`src/hw/rtl/evhp_pkg.sv`:
```
`default_nettype none

package evhp_pkg;

  // Longest frame that the byte counter tracks; longer frames count as this long.
  localparam int unsigned MaxFrameBytes = 16383;
  localparam int unsigned PosW          = $clog2(MaxFrameBytes + 1);

  // Result payload length saturates at this value.
  localparam int unsigned PayW          = 14;
  localparam int unsigned PayloadMax    = (1 << PayW) - 1;
  localparam int unsigned CmpW          = (PosW > PayW) ? PosW : PayW;

  // Frame layout, in byte offsets.
  localparam int unsigned DestEnd       = 6;
  localparam int unsigned SrcEnd        = 12;
  localparam int unsigned TypeEnd       = 14;
  localparam int unsigned TagEnd        = 16;
  localparam int unsigned InnerEnd      = 18;

  localparam logic [4:0]  HdrUntagged   = 5'd14;
  localparam logic [4:0]  HdrTagged     = 5'd18;
  localparam logic [4:0]  HdrNone       = 5'd0;

  localparam logic [15:0] LengthLimit   = 16'd1500;
  localparam logic [15:0] VlanTpid      = 16'h8100;

  localparam logic        StatusOk      = 1'b0;
  localparam logic        StatusShort   = 1'b1;

  typedef struct packed {
    logic [7:0] data_byte;
    logic       last_byte;
  } byte_item_t;

  typedef struct packed {
    logic            status;
    logic [47:0]     dest_addr;
    logic [47:0]     src_addr;
    logic [15:0]     ether_type;
    logic            vlan_present;
    logic [11:0]     vlan_id;
    logic [2:0]      priority_res;
    logic            drop_eligible;
    logic [4:0]      header_size;
    logic [PayW-1:0] payload_length;
  } hdr_result_t;

endpackage

`default_nettype wire

```
`src/hw/rtl/evhp_if.sv`:
```
`default_nettype none

// Byte stream channel: one frame byte per transfer.
interface evhp_byte_if;
  logic       valid;
  logic       ready;
  logic [7:0] data_byte;
  logic       last_byte;

  modport source (output valid, output data_byte, output last_byte, input ready);
  modport sink   (input valid, input data_byte, input last_byte, output ready);
endinterface

// Header result channel: one result per frame.
interface evhp_hdr_if;
  logic                      valid;
  logic                      ready;
  logic                      status;
  logic [47:0]               dest_addr;
  logic [47:0]               src_addr;
  logic [15:0]               ether_type;
  logic                      vlan_present;
  logic [11:0]               vlan_id;
  logic [2:0]                priority_res;
  logic                      drop_eligible;
  logic [4:0]                header_size;
  logic [evhp_pkg::PayW-1:0] payload_length;

  modport source (output valid, output status, output dest_addr, output src_addr,
                  output ether_type, output vlan_present, output vlan_id,
                  output priority_res, output drop_eligible, output header_size,
                  output payload_length, input ready);
  modport sink   (input valid, input status, input dest_addr, input src_addr,
                  input ether_type, input vlan_present, input vlan_id,
                  input priority_res, input drop_eligible, input header_size,
                  input payload_length, output ready);
endinterface

`default_nettype wire

```
`src/hw/rtl/evhp_in_stage.sv`:
```
`default_nettype none

module evhp_in_stage (
  input  wire                  clk_i,
  input  wire                  rst_ni,
  evhp_byte_if.sink            rx_i,
  input  wire                  advance_i,
  output logic                 item_valid_o,
  output evhp_pkg::byte_item_t item_o
);

  logic                 valid_q;
  evhp_pkg::byte_item_t item_q;
  logic                 take;

  // The register can take a new byte when empty or when its byte moves on.
  assign rx_i.ready = !valid_q || advance_i;
  assign take       = rx_i.valid && rx_i.ready;

  always_ff @(posedge clk_i or negedge rst_ni) begin
    if (!rst_ni) begin
      valid_q <= 1'b0;
    end else if (rx_i.ready) begin
      valid_q <= rx_i.valid;
    end
  end

  // Payload holds no reset.
  always_ff @(posedge clk_i) begin
    if (take) begin
      item_q.data_byte <= rx_i.data_byte;
      item_q.last_byte <= rx_i.last_byte;
    end
  end

  assign item_valid_o = valid_q;
  assign item_o       = item_q;

endmodule

`default_nettype wire

```
`src/hw/rtl/evhp_parse.sv`:
```
`default_nettype none

module evhp_parse (
  input  wire                        clk_i,
  input  wire                        rst_ni,
  input  wire                        item_valid_i,
  input  wire evhp_pkg::byte_item_t  item_i,
  input  wire                        slot_free_i,
  output logic                       advance_o,
  output logic                       res_valid_o,
  output evhp_pkg::hdr_result_t      res_o
);

  localparam int unsigned PosW = evhp_pkg::PosW;
  localparam int unsigned CmpW = evhp_pkg::CmpW;

  logic [PosW-1:0] pos_q, pos_d;
  logic [47:0]     dest_q, dest_d;
  logic [47:0]     src_q, src_d;
  logic [15:0]     outer_q, outer_d;
  logic [15:0]     tag_q, tag_d;
  logic [15:0]     inner_q, inner_d;

  logic [7:0]      b;
  logic            is_tagged;
  logic [4:0]      hdr;
  logic [PosW-1:0] pay;
  logic [CmpW-1:0] pay_ext;

  assign b = item_i.data_byte;

  // A non-final byte always moves on; the final one needs room for its result.
  assign advance_o   = item_valid_i && (!item_i.last_byte || slot_free_i);
  assign res_valid_o = advance_o && item_i.last_byte;

  // Shift the byte into the field that owns its offset, and step the counter.
  always_comb begin
    dest_d  = dest_q;
    src_d   = src_q;
    outer_d = outer_q;
    tag_d   = tag_q;
    inner_d = inner_q;
    if (pos_q < PosW'(evhp_pkg::DestEnd)) begin
      dest_d = {dest_q[39:0], b};
    end else if (pos_q < PosW'(evhp_pkg::SrcEnd)) begin
      src_d = {src_q[39:0], b};
    end else if (pos_q < PosW'(evhp_pkg::TypeEnd)) begin
      outer_d = {outer_q[7:0], b};
    end else if (pos_q < PosW'(evhp_pkg::TagEnd)) begin
      tag_d = {tag_q[7:0], b};
    end else if (pos_q < PosW'(evhp_pkg::InnerEnd)) begin
      inner_d = {inner_q[7:0], b};
    end
    if (pos_q < PosW'(evhp_pkg::MaxFrameBytes)) begin
      pos_d = pos_q + PosW'(1);
    end else begin
      pos_d = pos_q;
    end
  end

  // Build the result from the fields including the final byte.
  always_comb begin
    is_tagged = (outer_d == evhp_pkg::VlanTpid);
    res_o     = '0;
    hdr       = evhp_pkg::HdrNone;
    if (pos_d < PosW'(evhp_pkg::TypeEnd)) begin
      res_o.status = evhp_pkg::StatusShort;
    end else if (is_tagged) begin
      if (pos_d < PosW'(evhp_pkg::InnerEnd)) begin
        res_o.status = evhp_pkg::StatusShort;
      end else begin
        hdr                 = evhp_pkg::HdrTagged;
        res_o.vlan_present  = 1'b1;
        res_o.vlan_id       = tag_d[11:0];
        res_o.priority_res  = tag_d[15:13];
        res_o.drop_eligible = tag_d[12];
        res_o.ether_type    = (inner_d > evhp_pkg::LengthLimit) ? inner_d : 16'd0;
      end
    end else begin
      hdr              = evhp_pkg::HdrUntagged;
      res_o.ether_type = (outer_d > evhp_pkg::LengthLimit) ? outer_d : 16'd0;
    end

    pay     = pos_d - PosW'(hdr);
    pay_ext = CmpW'(pay);
    if (res_o.status == evhp_pkg::StatusOk) begin
      res_o.dest_addr   = dest_d;
      res_o.src_addr    = src_d;
      res_o.header_size = hdr;
      if (pay_ext > CmpW'(evhp_pkg::PayloadMax)) begin
        res_o.payload_length = evhp_pkg::PayW'(evhp_pkg::PayloadMax);
      end else begin
        res_o.payload_length = evhp_pkg::PayW'(pay_ext);
      end
    end
  end

  // Byte counter: restarts after the final byte of a frame.
  always_ff @(posedge clk_i or negedge rst_ni) begin
    if (!rst_ni) begin
      pos_q <= '0;
    end else if (advance_o) begin
      pos_q <= item_i.last_byte ? '0 : pos_d;
    end
  end

  // Captured header fields.
  always_ff @(posedge clk_i or negedge rst_ni) begin
    if (!rst_ni) begin
      dest_q  <= '0;
      src_q   <= '0;
      outer_q <= '0;
      tag_q   <= '0;
      inner_q <= '0;
    end else if (advance_o) begin
      dest_q  <= dest_d;
      src_q   <= src_d;
      outer_q <= outer_d;
      tag_q   <= tag_d;
      inner_q <= inner_d;
    end
  end

  // A frame's final byte leaves the counter at zero.
  a_pos_restart: assert property (@(posedge clk_i) disable iff (!rst_ni)
    advance_o && item_i.last_byte |=> pos_q == '0)
    else $error("byte counter did not restart after a frame");

  // A middle byte below the limit steps the counter by one.
  a_pos_step: assert property (@(posedge clk_i) disable iff (!rst_ni)
    advance_o && !item_i.last_byte && pos_q < PosW'(evhp_pkg::MaxFrameBytes)
    |=> pos_q == $past(pos_q) + PosW'(1))
    else $error("byte counter missed a step");

  // A stalled byte keeps the counter where it is.
  a_pos_hold: assert property (@(posedge clk_i) disable iff (!rst_ni)
    !advance_o |=> $stable(pos_q))
    else $error("byte counter moved without a transfer");

  // Header size agrees with the tag and status fields.
  a_hdr_size: assert property (@(posedge clk_i) disable iff (!rst_ni)
    res_valid_o |-> (res_o.status == evhp_pkg::StatusShort && res_o.header_size == 5'd0)
                 || (res_o.vlan_present && res_o.header_size == evhp_pkg::HdrTagged)
                 || (!res_o.vlan_present && res_o.header_size == evhp_pkg::HdrUntagged))
    else $error("header size disagrees with tag and status");

endmodule

`default_nettype wire

```
`src/hw/rtl/evhp_out_stage.sv`:
```
`default_nettype none

module evhp_out_stage (
  input  wire                        clk_i,
  input  wire                        rst_ni,
  input  wire                        res_valid_i,
  input  wire evhp_pkg::hdr_result_t res_i,
  output logic                       slot_free_o,
  evhp_hdr_if.source                 hdr_o
);

  logic                  valid_q;
  evhp_pkg::hdr_result_t res_q;

  // The register frees up when it is empty or its result transfers now.
  assign slot_free_o = !valid_q || hdr_o.ready;

  always_ff @(posedge clk_i or negedge rst_ni) begin
    if (!rst_ni) begin
      valid_q <= 1'b0;
    end else if (slot_free_o) begin
      valid_q <= res_valid_i;
    end
  end

  always_ff @(posedge clk_i) begin
    if (slot_free_o && res_valid_i) begin
      res_q <= res_i;
    end
  end

  assign hdr_o.valid          = valid_q;
  assign hdr_o.status         = res_q.status;
  assign hdr_o.dest_addr      = res_q.dest_addr;
  assign hdr_o.src_addr       = res_q.src_addr;
  assign hdr_o.ether_type     = res_q.ether_type;
  assign hdr_o.vlan_present   = res_q.vlan_present;
  assign hdr_o.vlan_id        = res_q.vlan_id;
  assign hdr_o.priority_res   = res_q.priority_res;
  assign hdr_o.drop_eligible  = res_q.drop_eligible;
  assign hdr_o.header_size    = res_q.header_size;
  assign hdr_o.payload_length = res_q.payload_length;

endmodule

`default_nettype wire

```
`src/hw/rtl/ethernet_vlan_header_parser_top.sv`:
```
// Channel  Dir  Carries                                   Transfer
// rx_i     in   data_byte, last_byte                      valid && ready
// hdr_o    out  status, addresses, type, tag fields,      valid && ready
//               header_size, payload_length
//
// One byte is taken every cycle, unless a final byte waits on a full output register.
// A byte passes the input register, then the field capture and result logic;
// the final byte's result is then registered in the output register that drives hdr_o.
// Input ready stalls only while a final byte waits on a full output register.
// Reset clears the byte counter, the captured fields and both valid flags.
`default_nettype none

module ethernet_vlan_header_parser_top (
  input  wire        clk_i,
  input  wire        rst_ni,
  evhp_byte_if.sink  rx_i,
  evhp_hdr_if.source hdr_o
);

  logic                  item_valid;
  evhp_pkg::byte_item_t  item;
  logic                  advance;
  logic                  res_valid;
  evhp_pkg::hdr_result_t res;
  logic                  slot_free;

  evhp_in_stage u_in_stage (
    .clk_i       (clk_i),
    .rst_ni      (rst_ni),
    .rx_i        (rx_i),
    .advance_i   (advance),
    .item_valid_o(item_valid),
    .item_o      (item)
  );

  evhp_parse u_parse (
    .clk_i       (clk_i),
    .rst_ni      (rst_ni),
    .item_valid_i(item_valid),
    .item_i      (item),
    .slot_free_i (slot_free),
    .advance_o   (advance),
    .res_valid_o (res_valid),
    .res_o       (res)
  );

  evhp_out_stage u_out_stage (
    .clk_i      (clk_i),
    .rst_ni     (rst_ni),
    .res_valid_i(res_valid),
    .res_i      (res),
    .slot_free_o(slot_free),
    .hdr_o      (hdr_o)
  );

endmodule

`default_nettype wire

```
`src/flat_wrapper.sv`:
```
// flat-port wrapper written by rule: the top's interface ports become plain ports
module ethernet_vlan_header_parser_top_flat 
  (clk_i, rst_ni, rx_i_valid, rx_i_data_byte, rx_i_last_byte, rx_i_ready, hdr_o_valid, hdr_o_status, hdr_o_dest_addr, hdr_o_src_addr, hdr_o_ether_type, hdr_o_vlan_present, hdr_o_vlan_id, hdr_o_priority_res, hdr_o_drop_eligible, hdr_o_header_size, hdr_o_payload_length, hdr_o_ready);
  evhp_byte_if rx_i_i ();
  evhp_hdr_if hdr_o_i ();
  input  wire clk_i;
  input  wire rst_ni;
  input wire logic [$bits(rx_i_i.valid)-1:0] rx_i_valid;
  input wire logic [$bits(rx_i_i.data_byte)-1:0] rx_i_data_byte;
  input wire logic [$bits(rx_i_i.last_byte)-1:0] rx_i_last_byte;
  output wire logic [$bits(rx_i_i.ready)-1:0] rx_i_ready;
  output wire logic [$bits(hdr_o_i.valid)-1:0] hdr_o_valid;
  output wire logic [$bits(hdr_o_i.status)-1:0] hdr_o_status;
  output wire logic [$bits(hdr_o_i.dest_addr)-1:0] hdr_o_dest_addr;
  output wire logic [$bits(hdr_o_i.src_addr)-1:0] hdr_o_src_addr;
  output wire logic [$bits(hdr_o_i.ether_type)-1:0] hdr_o_ether_type;
  output wire logic [$bits(hdr_o_i.vlan_present)-1:0] hdr_o_vlan_present;
  output wire logic [$bits(hdr_o_i.vlan_id)-1:0] hdr_o_vlan_id;
  output wire logic [$bits(hdr_o_i.priority_res)-1:0] hdr_o_priority_res;
  output wire logic [$bits(hdr_o_i.drop_eligible)-1:0] hdr_o_drop_eligible;
  output wire logic [$bits(hdr_o_i.header_size)-1:0] hdr_o_header_size;
  output wire logic [$bits(hdr_o_i.payload_length)-1:0] hdr_o_payload_length;
  input wire logic [$bits(hdr_o_i.ready)-1:0] hdr_o_ready;
  assign rx_i_i.valid = rx_i_valid;
  assign rx_i_i.data_byte = rx_i_data_byte;
  assign rx_i_i.last_byte = rx_i_last_byte;
  assign rx_i_ready = rx_i_i.ready;
  assign hdr_o_valid = hdr_o_i.valid;
  assign hdr_o_status = hdr_o_i.status;
  assign hdr_o_dest_addr = hdr_o_i.dest_addr;
  assign hdr_o_src_addr = hdr_o_i.src_addr;
  assign hdr_o_ether_type = hdr_o_i.ether_type;
  assign hdr_o_vlan_present = hdr_o_i.vlan_present;
  assign hdr_o_vlan_id = hdr_o_i.vlan_id;
  assign hdr_o_priority_res = hdr_o_i.priority_res;
  assign hdr_o_drop_eligible = hdr_o_i.drop_eligible;
  assign hdr_o_header_size = hdr_o_i.header_size;
  assign hdr_o_payload_length = hdr_o_i.payload_length;
  assign hdr_o_i.ready = hdr_o_ready;
  ethernet_vlan_header_parser_top u_core (.clk_i(clk_i), .rst_ni(rst_ni), .rx_i(rx_i_i), .hdr_o(hdr_o_i));
endmodule
```
`config.mk`:
```
export PLATFORM = sky130hd
export DESIGN_NAME = ethernet_vlan_header_parser_top_flat
export DESIGN_NICKNAME = d
export VERILOG_FILES = /design/src/hw/rtl/evhp_pkg.sv /design/src/hw/rtl/evhp_if.sv /design/src/hw/rtl/evhp_in_stage.sv /design/src/hw/rtl/evhp_parse.sv /design/src/hw/rtl/evhp_out_stage.sv /design/src/hw/rtl/ethernet_vlan_header_parser_top.sv /design/src/flat_wrapper.sv
export SDC_FILE = /design/constraint.sdc
export NUM_CORES = 1
export LEC_CHECK = 0
export BUFFER_PORTS_ARGS = -buffer_cell sky130_fd_sc_hd__buf_4
export CORE_UTILIZATION = 58
export CTS_CLUSTER_DIAMETER = 150
export DETAILED_ROUTE_END_ITERATION = 16
export GPL_ROUTABILITY_DRIVEN = 1
export PLACE_DENSITY = 0.79
export SLEW_MARGIN = 20
export SYNTH_ARGS = -nofsm -noshare
export SYNTH_HDL_FRONTEND = slang
export SYNTH_SLANG_ARGS = --single-unit
```
`constraint.sdc`:
```
create_clock -name clk_i -period 10.8 [get_ports clk_i]
set_input_delay 1.08 -clock clk_i [delete_from_list [all_inputs] [get_ports clk_i]]
set_output_delay 1.08 -clock clk_i [all_outputs]
set_load 0.005 [all_outputs]
```
==> results.txt <==
- Global-route track usage on met2: 40.3%
- After detailed routing, the average wire length per cell comes to ~19 µm.
- After routing, the total negative slack on setup checks comes to 0 ns.
- Area of the core: 23500 µm²
- Number of max-cap violations: 0
* Share of the synthesized area in the top cell type: 33.6%
* Post-synth top area cell: edfxtp_1
- Traced cell by cell, the critical path runs through ha_1 -> nand3_1 -> or4_1 -> a21o_1 -> a21o_1 -> o21ai_1 -> a21oi_4 -> buf_4 -> inv_2 -> ha_1 -> inv_1 -> fa_1 -> a21o_1 -> a21oi_1 -> and3_1 -> nor3b_1 -> xor2_1 -> nor2_1.
- Number of distinct library cells after synthesis: 59
- The portion of synthesized area spent on multiplexers is roughly 13%.
* Maximum net fanout on the critical path: between 40 and 50
- Pin placement for this block handled 164 I/O pins.
- Top cells by area, synth: edfxtp_1 34%, dfrtp_1 29%, mux2_2 11%, nand2_1 7.3%, a21oi_1 4.5%
- Clock latency on the worst-skew pair, taken at its later pin, is 0.56 ns.
* Vias in the first global route: 8969
- Clock buffer depth: 3
* Clk_skew: 0.0107 ns
- In this run, synthesis produced a sequential element count of 316.
- In this run the worst hold path is classified as reg -> reg.
- TritonCTS Sinks: around 320
- Commonest cells in the netlist: 270 x nand2_1, 160 x dfrtp_1, 156 x edfxtp_1, 131 x mux2_2, 125 x a21oi_1
- met2 is the most crowded layer.
* Height of the die: roughly 160 µm
- Area added between synthesis and finish: 17.8%
* Gpl congestion: 0.859
- Critical path capture point type: flop
- Worst path most repeated cell: a21o_1
- The worst path uses 45.7% of the clock period.
- Adder-cell area share of the yosys netlist: less than 1%
- Startpoint of the most critical hold path: u_core.u_parse.outer_q[12]
- Beginning of the worst register-to-register path: u_core.u_parse.pos_q[1]
- Summing the areas of all and, or, nand and nor instances in the mapped netlist gives between 10% and 20% of the synthesized area.
* Critical path class: reg -> reg
* Worst min-delay path endpoint: u_core.u_parse.outer_q[12]
- Actual transition at the worst max-transition pin: between 0.9 and 1 ns
- Entering global routing, the biggest net connects 86 pins.
- Die extent in x: approximately 160 µm
- For this configuration, the core starts out at a cell density of 59.3%.
- Pwr dens: 180 nW/µm²
- Max-slew violation count: 0
- Wires add up to 31000 µm.
* Crit path largest cell delay: a little over 0.7 ns
* Required time of the worst setup path: between 10 and 15 ns
* Slowest CP cell: or4_1
- Hold depth: 2
- Cells resized by post-CTS repair: 0
- Dominant combinational cell family by area after synthesis: multiplexers
- Num rows: 56
- For this design the static power due to leakage is 6.86 nW.
- Using the TritonRoute via totals, the vias-per-cell ratio works out to slightly below 6.
* Peak Freq: between 0.2 and 0.25 GHz
* Post-synthesis cell area: 13900 µm²
- Terminus of the critical flop-to-flop path: u_core.u_out_stage.hdr_o.payload_length[11]
* Remaining antenna violation count after routing: 0
* Worst ir drop on vdd: 149 µV
- Synthesis produced a netlist with a net count of 1209.
- First-pass detailed-route iteration total: 5
- After clock tree synthesis, the setup repair step added 0 buffers.
* Shortest period the worst path allows: 4.94 ns
- Setup repair after global routing missed its margin: false
* Warnings from Yosys: 0
- Setup violations remaining at the end of the flow were counted as 0.
* TritonCTS clock tree: built
- Met1 usage: 36.0%
- DRC violation count after routing: 0
* Global routing usage on met3: 3.33%
* Arrival @ worst endpoint: 5.25 ns
- Total congestion overflow after global routing: 0
* Clock-pin slew on the worst setup and hold paths: about 0.070 ns
* WP buf/inv: 3
- The die covers 24700 µm².
* Total power: 2.95 mW
- HPWL reported at the end of detailed placement: 19700 µm
- The count of buffers added on input and output ports is 162.
* H-tree depth reported by CTS: 1
- Vias: 9633
- In the synthesized netlist the async set-or-reset flop fraction comes to 50.6%.
* Worst reg2reg path depth: 18
- Area fraction in compound gates after synthesis: under 10%
- After Yosys synthesis, XOR and XNOR cells account for 0.753% of the synthesized area.
- In this run, post-CTS hold repair placed 0 buffers.
- Counting the buffers created by CTS gives 31.
- STA classifies the critical path startpoint as a flop.
- Root Buffer: clkbuf_16
- Layout cell share with drive strength beyond 1: 27.8%
- Hold Fails Final Rpt: 0
* Final setup slack of the worst path: 5.86 ns
- Leading cell type by number of instances after synthesis: nand2_1
- First-pass GRT wire length: 48300 µm
* Flip-flop cell with the highest count after synthesis: dfrtp_1
* Flop2flop setup slack: between 5 and 6 ns
- The flow ran to the end, and the final reports show no timing, DRC or antenna violations.
- Overall fraction of global-route tracks in use: 25.2%
* Number of DRC markers after the initial detailed-route iteration: 768
- Number of flops mapped to enable cells by yosys: 156
- # diodes: 0
* Cell class contributing the biggest share of worst-path delay: simple AND/OR/NAND/NOR gates
- Worst rel slew slack: 33.7%
* Synthesized area divided by synthesized cell count: approximately 12 µm²
- The final layout contains 1337 nets.
- The number of antenna violations at the first check in global routing was 1.
- Post-Synthesis Cells: ~1.2k
* Post-synthesis sequential area ratio: 62.3%
- At the placement stage, the worst setup path has a slack of 5.90 ns.
-- cells in the final DEF (no fill, tap or decap), types with 7 or more instances in the layout --
cell type,Yosys,routed
a21oi_1,125,124
buf_4,5,172
clkbuf_1,58,8
clkbuf_16,0,31
dfrtp_1,160,160
edfxtp_1,156,156
inv_1,9,9
mux2_2,131,131
mux2i_1,31,31
nand2_1,270,268
nand3_1,8,8
nand4_1,11,11
nor2_1,43,42
o21ai_0,28,28
o22ai_1,17,17
or4_1,8,8
xnor2_1,7,7
-- cell families after synthesis --
logic type	Yosys count
simple gates	396
flops	316
xor+xnor	12
fa+ha+maj	6
compound gates	206
buf+inv	91
mux	162
other cells	1
-- area by class of cell --
cell class                 instances  area (µm²)
multi-input combinational        783        4920
clock buffer                      40         820
inverter                          13        48.8
fill                            1679        7110
clock inverter                    18         256
timing repair buffer             173        1300
sequential                       316        8690
tap                              319         399
-- flip-flops by register name, summed over array words and instances (netlist names), 3 cells and up --
name                                     count
u_core.u_parse.dest_q                       48
u_core.u_out_stage.hdr_o.ether_type         16
u_core.u_out_stage.hdr_o.vlan_id            12
u_core.u_parse.pos_q                        14
u_core.u_out_stage.hdr_o.src_addr           48
u_core.u_parse.tag_q                        16
u_core.u_out_stage.hdr_o.dest_addr          48
u_core.u_in_stage.item_o                     9
u_core.u_parse.inner_q                      16
u_core.u_parse.outer_q                      16
u_core.u_out_stage.hdr_o.priority_res        3
u_core.u_parse.src_q                        48
u_core.u_out_stage.hdr_o.payload_length     14
u_core.u_out_stage.hdr_o.header_size         3
-- where the power goes --
part           internal, mW  switching, mW
registers              1.39          0.124
clock network         0.681          0.453
logic                 0.151          0.147
total                  2.23          0.724
-- metal layers --
layer  routed length [µm]  up-vias
met2                15200      333
met5                   13        -
met1                13200     4735
met3                 1830       66
met4                  718        2
li1                     -     4497
-- stage by stage --
step	cell area [µm²]	std cells	hold slack, ns	utilization (%)
after floorplan	13900	1190	0.463	-
after global placement	15300	1604	0.479	65.2
after detailed placement	15300	1604	0.489	65.2
after CTS	16400	1662	0.503	69.8
after global routing	16400	1662	0.521	69.8
final	16400	1662	0.503	69.8
-- worst reg2reg max path, stage by stage (launching register included) --
cell and delay [ns]:
dfrtp_1 0.58, ha_1 0.27, nand3_1 0.24, or4_1 0.72
a21o_1 0.26, a21o_1 0.19, o21ai_1 0.21, a21oi_4 0.07
buf_4 0.26, inv_2 0.09, ha_1 0.16, inv_1 0.06
fa_1 0.42, a21o_1 0.19, a21oi_1 0.22, and3_1 0.25
nor3b_1 0.25, xor2_1 0.18, nor2_1 0.05
-- worst max-delay path by stage --
stage	from	cells after the start	endpoint
after floorplan	hdr_o_ready	5	u_core.u_out_stage.hdr_o.valid
after global placement	u_core.u_parse.pos_q[1]	18	u_core.u_out_stage.hdr_o.payload_length[11]
after detailed placement	u_core.u_parse.pos_q[1]	18	u_core.u_out_stage.hdr_o.payload_length[11]
after CTS	u_core.u_parse.pos_q[1]	18	u_core.u_out_stage.hdr_o.payload_length[11]
after global routing	u_core.u_parse.pos_q[1]	18	u_core.u_out_stage.hdr_o.payload_length[11]
final	u_core.u_parse.pos_q[1]	18	u_core.u_out_stage.hdr_o.payload_length[11]
Note: power is estimated with default switching activity, not from simulation.
